**config.mk**
```make
export PLATFORM = sky130hd
export DESIGN_NAME = bfha_alu
export DESIGN_NICKNAME = d
export VERILOG_FILES = /design/src/design/best_fit_heap_allocator_defines.svh /design/src/design/bfha_pkg.sv /design/src/design/bfha_alu.sv
export SDC_FILE = /design/constraint.sdc
export NUM_CORES = 1
export LEC_CHECK = 0
export ABC_AREA = 1
export BUFFER_PORTS_ARGS = -buffer_cell sky130_fd_sc_hd__clkbuf_2
export CAP_MARGIN = 20
export CORE_ASPECT_RATIO = 0.9
export CORE_UTILIZATION = 40
export DETAILED_ROUTE_END_ITERATION = 7
export GPL_TIMING_DRIVEN = 0
export PLACE_DENSITY_LB_ADDON = 0.15
export SLEW_MARGIN = 20
export SYNTH_ARGS = -nofsm -noshare
export SYNTH_HDL_FRONTEND = slang
export SYNTH_SLANG_ARGS = --single-unit
```
**constraint.sdc**
```tcl
create_clock -name vclk -period 5.4
set_input_delay 0.81 -clock vclk [all_inputs]
set_output_delay 0.81 -clock vclk [all_outputs]
set_load 0.02 [all_outputs]
```
**src/design/best_fit_heap_allocator_defines.svh**
```systemverilog
// ----------------------------------------------------------------------------
// Best-fit heap allocator: assertion macros
// Shared macros for the concurrent checks of the allocator.
// ----------------------------------------------------------------------------
`ifndef BEST_FIT_HEAP_ALLOCATOR_DEFINES_SVH
`define BEST_FIT_HEAP_ALLOCATOR_DEFINES_SVH

// Condition that must hold at every clock edge outside reset.
`define BFHA_ASSERT_ALWAYS(lbl, cond, msg) \
  lbl: assert property (@(posedge clk) disable iff (!rst_n) (cond)) else $error(msg);

// Consequence that must hold in the cycle after the antecedent.
`define BFHA_ASSERT_NEXT(lbl, ante, cons, msg) \
  lbl: assert property (@(posedge clk) disable iff (!rst_n) (ante) |=> (cons)) else $error(msg);

`endif

```
**src/design/bfha_pkg.sv**
```systemverilog
// ----------------------------------------------------------------------------
// Best-fit heap allocator package
// Shared constants, status codes and the arithmetic unit's interface types.
// ----------------------------------------------------------------------------
package bfha_pkg;

  localparam int MAX_BLOCKS_DEF      = 256;
  localparam int FREE_LIST_DEPTH_DEF = 256;
  localparam int HEADER_BYTES_DEF    = 12;

  localparam int ALU_W = 26;

  typedef enum logic [2:0] {
    ST_OK      = 3'd0,
    ST_INVALID = 3'd1,
    ST_UNINIT  = 3'd2,
    ST_NOFIT   = 3'd3,
    ST_FULL    = 3'd4
  } status_t;

  typedef enum logic {
    OP_ALLOC = 1'b0,
    OP_FREE  = 1'b1
  } opcode_t;

  typedef struct packed {
    logic             sub;
    logic [ALU_W-1:0] a;
    logic [ALU_W-1:0] b;
    logic [ALU_W-1:0] c;
  } alu_req_t;

  typedef struct packed {
    logic [ALU_W-1:0] res;
    logic             lt;
    logic             eq;
  } alu_rsp_t;

endpackage

```
**src/design/bfha_alu.sv**
```systemverilog
// ----------------------------------------------------------------------------
// Best-fit heap allocator: shared arithmetic unit
// One add or subtract followed by a compare of the result against a third operand.
// ----------------------------------------------------------------------------
module bfha_alu (
  input  bfha_pkg::alu_req_t req,
  output bfha_pkg::alu_rsp_t rsp
);

  logic [bfha_pkg::ALU_W-1:0] sum;

  assign sum     = req.sub ? (req.a - req.b) : (req.a + req.b);
  assign rsp.res = sum;
  assign rsp.lt  = (sum < req.c);
  assign rsp.eq  = (sum == req.c);

endmodule

```
==> results by group <==
Worst setup path
  • CP max stage delay: 0.38 ns
  • Worst Path Arrival: ~4.2 ns
  • Instance count on the critical path: 25
  • Crit path max fanout: 5
  • Top cell by count, worst path: nand2_1
  • Crit start category: input pin
  • Critical path destination: rsp[0]
  • Worst Setup Path Type: input pin to output port
  • Worst endpoint required time: roughly 4.6 ns
  • Buf/Inv on CP: 6
  • Top Family by Delay on Critical Path: simple AND/OR/NAND/NOR gates
  • CP max-delay cell: ha_2
  • Worst Setup SP: req[27]
  • Critical Path Sink Type: output port

Timing
  • Slew @ Worst Pin: 0.4897 ns
  • Min Hold Slack: 2.094 ns
  • Slew Limit Fails: 0
  • Tcrit/Tclk final: 0.9355
  • Tmin final: just over 5 ns
  • Setup TNS: 0 ns
  • F_max: 198.0 MHz
  • Setup ws final: 0.3482 ns
  • Final Hold Violating Endpoints: 0
  • RSZ-0062 raised after global routing: false
  • Endpoints failing setup: 0
  • Max-slew headroom: 0.6701

Global routing
  • Vias in the first global route: 3483
  • First-pass GRT wire length: around 15000 µm
  • GRT overflow: 0
  • GRT Total Usage: 0.2120
  • Antenna violations before repair: 0
  • Largest net degree at the start of global routing: 11

Logic synthesis
  • Warnings, synthesis: 0
  • Post-Syn Area: 0.003278 mm²
  • Syn Inst Count: 621
  • Yosys cell types: 31
  • Synth Area in Simple Gates: 0.4607
  • Post-synthesis xor/xnor area fraction: 0.09084
  • Sequential area share after synthesis: 0
  • Synth Area in Adders: 0.2046
  • Syn nets: around 750
  • Compound-cell area share of the yosys netlist: 0.09122
  • Synthesized area per cell: 5.279 µm²
  • Mux share of post-synthesis cell area: 0
  • Largest family of logic cells by synthesized area: simple AND/OR/NAND/NOR gates

Layout
  • Commonest cells after routing, fill and taps aside: nand2_1 (181), inv_1 (119), clkbuf_2 (105)
  • Antenna Cells: 0
  • Final net count: 867
  • Share of layout cells above drive strength 1: 0.2879
  • Flip-flop and latch count: 0
  • Fin cells: 829
  • Clock buffer cells: 0
  • Area growth, synth to finish: 30.08%
  • Commonest non-fill, non-tap cell in the layout: nand2_1
  • Storage cell area: 0 µm²

Place
  • Setup WS pre-CTS: 0.006476 ns
  • Gpl congestion: 0.9107
  • Hpwl dp: 8585 µm
  • Placed cells: 824
  • Port bufs: about 110

Routing
  • Via-to-Cell Ratio: 4.742
  • First DRT Iteration DRCs: 155
  • WL/cell: 11.38 µm
  • DRT antenna net count: 0
  • Pre-antenna DRT Iters: 4
  • DR vias: 3931
  • DRC viols: 0
  • DRT Wirelength: 9436 µm

Pwr
  • Leakage power: 2.534 nW
  • Pwr/cell area: 171.3 mW/mm²
  • Maximum VDD drop: roughly 0.000065 V

Worst hold path
  • Min-delay worst type: input pin to output port

Floorplanning
  • Placeable Area: 0.007732 mm²
  • Die Footprint: about 0.0086 mm²
  • Chip Width: 97.43 µm
  • Die Height: slightly below 90 µm
  • Rows: 30
  • Num ports: 107
  • Starting Density: 0.4239

Outcome
  • Outcome: completed

Job
  • Max-cap violations: 0
[repair_timing]
| item | 4_1_cts | 5_1_grt |
|---|---|---|
| pin swaps | 0 | 30 |
| gates resized for setup | 1 | 73 |
| endpoints found under the setup margin | 1 | 2 |
| hold buffers | 0 | 0 |
| setup buffers | 0 | 5 |
[cells in the mapped netlist, drive strengths merged]
master | instances | area share
nor4b | 1 | 0.0027
o21a | 2 | 0.0046
nor3 | 9 | 0.024
nand3b | 1 | 0.0023
clkinv | 1 | 0.0011
nor2 | 71 | 0.087
buf | 1 | 0.0015
nand3 | 39 | 0.066
fa | 1 | 0.0061
inv | 130 | 0.15
or2 | 1 | 0.0019
ha | 52 | 0.20
nand2 | 210 | 0.25
o21ai | 16 | 0.024
a21oi | 34 | 0.054
and2 | 1 | 0.0019
xnor2 | 6 | 0.016
nand4 | 12 | 0.023
o21bai | 1 | 0.0034
a21o | 1 | 0.0023
xor2 | 28 | 0.075
and3 | 1 | 0.0019
clkbuf | 1 | 0.0011
o211ai | 1 | 0.0023
[kinds of logic after synthesis]
logic type | Yosys count
AND/OR/NAND/NOR | 346
buffers and inverters | 133
AO/OA/AOI/OAI | 55
adder cells (fa/ha/maj) | 53
XOR/XNOR | 34
[area by class of cell]
| class | instances | area, µm² |
|---|---|---|
| fillers | 830 | 3468 |
| inverters | 131 | 491.7 |
| repair buffers | 112 | 575.6 |
| well taps | 96 | 120.1 |
| multi-input cells | 488 | 3068 |
| plain buffers | 2 | 8.758 |
[power breakdown]
part           internal [mW]  switching, mW
Sequential                 0              0
Clock                      0              0
Combinational          0.268          0.462
[how the worst min path moves through the flow]
stage | depth (start not counted) | slack [ns] | endpoint | start
after global routing | 3 | 2.14 | rsp[3] | req[53]
after global placement | 4 | 2.09 | rsp[2] | req[26]
final | 4 | 2.09 | rsp[2] | req[26]
after CTS | 4 | 2.09 | rsp[2] | req[26]
after floorplan | 2 | 1.84 | rsp[2] | req[26]
after detailed placement | 4 | 2.09 | rsp[2] | req[26]
[routing by layer]
| layer | global-route usage | vias up | part of all wire |
|---|---|---|---|
| li1 | - | 2151 | - |
| met1 | 0.2910 | 1677 | 0.50 |
| met2 | 0.3821 | 97 | 0.45 |
| met3 | 0.01038 | 6 | 0.045 |
| met4 | 0.02005 | 0 | 0.0099 |
| met5 | 0 | - | 0 |
[tightest hold or removal path, stage by stage]
cell,delay (ns)
clkbuf_2,0.10
ha_1,0.18
inv_1,0.05
clkbuf_2,0.14
[metrics by stage]
| stage | instance area (µm²) | util | total power, mW |
|---|---|---|---|
| finish | 4264 | 0.5515 | 0.7303 |
| global route | 4264 | 0.5515 | 0.8208 |
| CTS | 3940 | 0.5095 | 0.6786 |
| detailed placement | 3934 | 0.5087 | 0.6756 |
| global placement | 3934 | 0.5087 | 0.6606 |
| floorplan | 3278 | - | 0.4810 |
(Power assumes the default switching activity.)
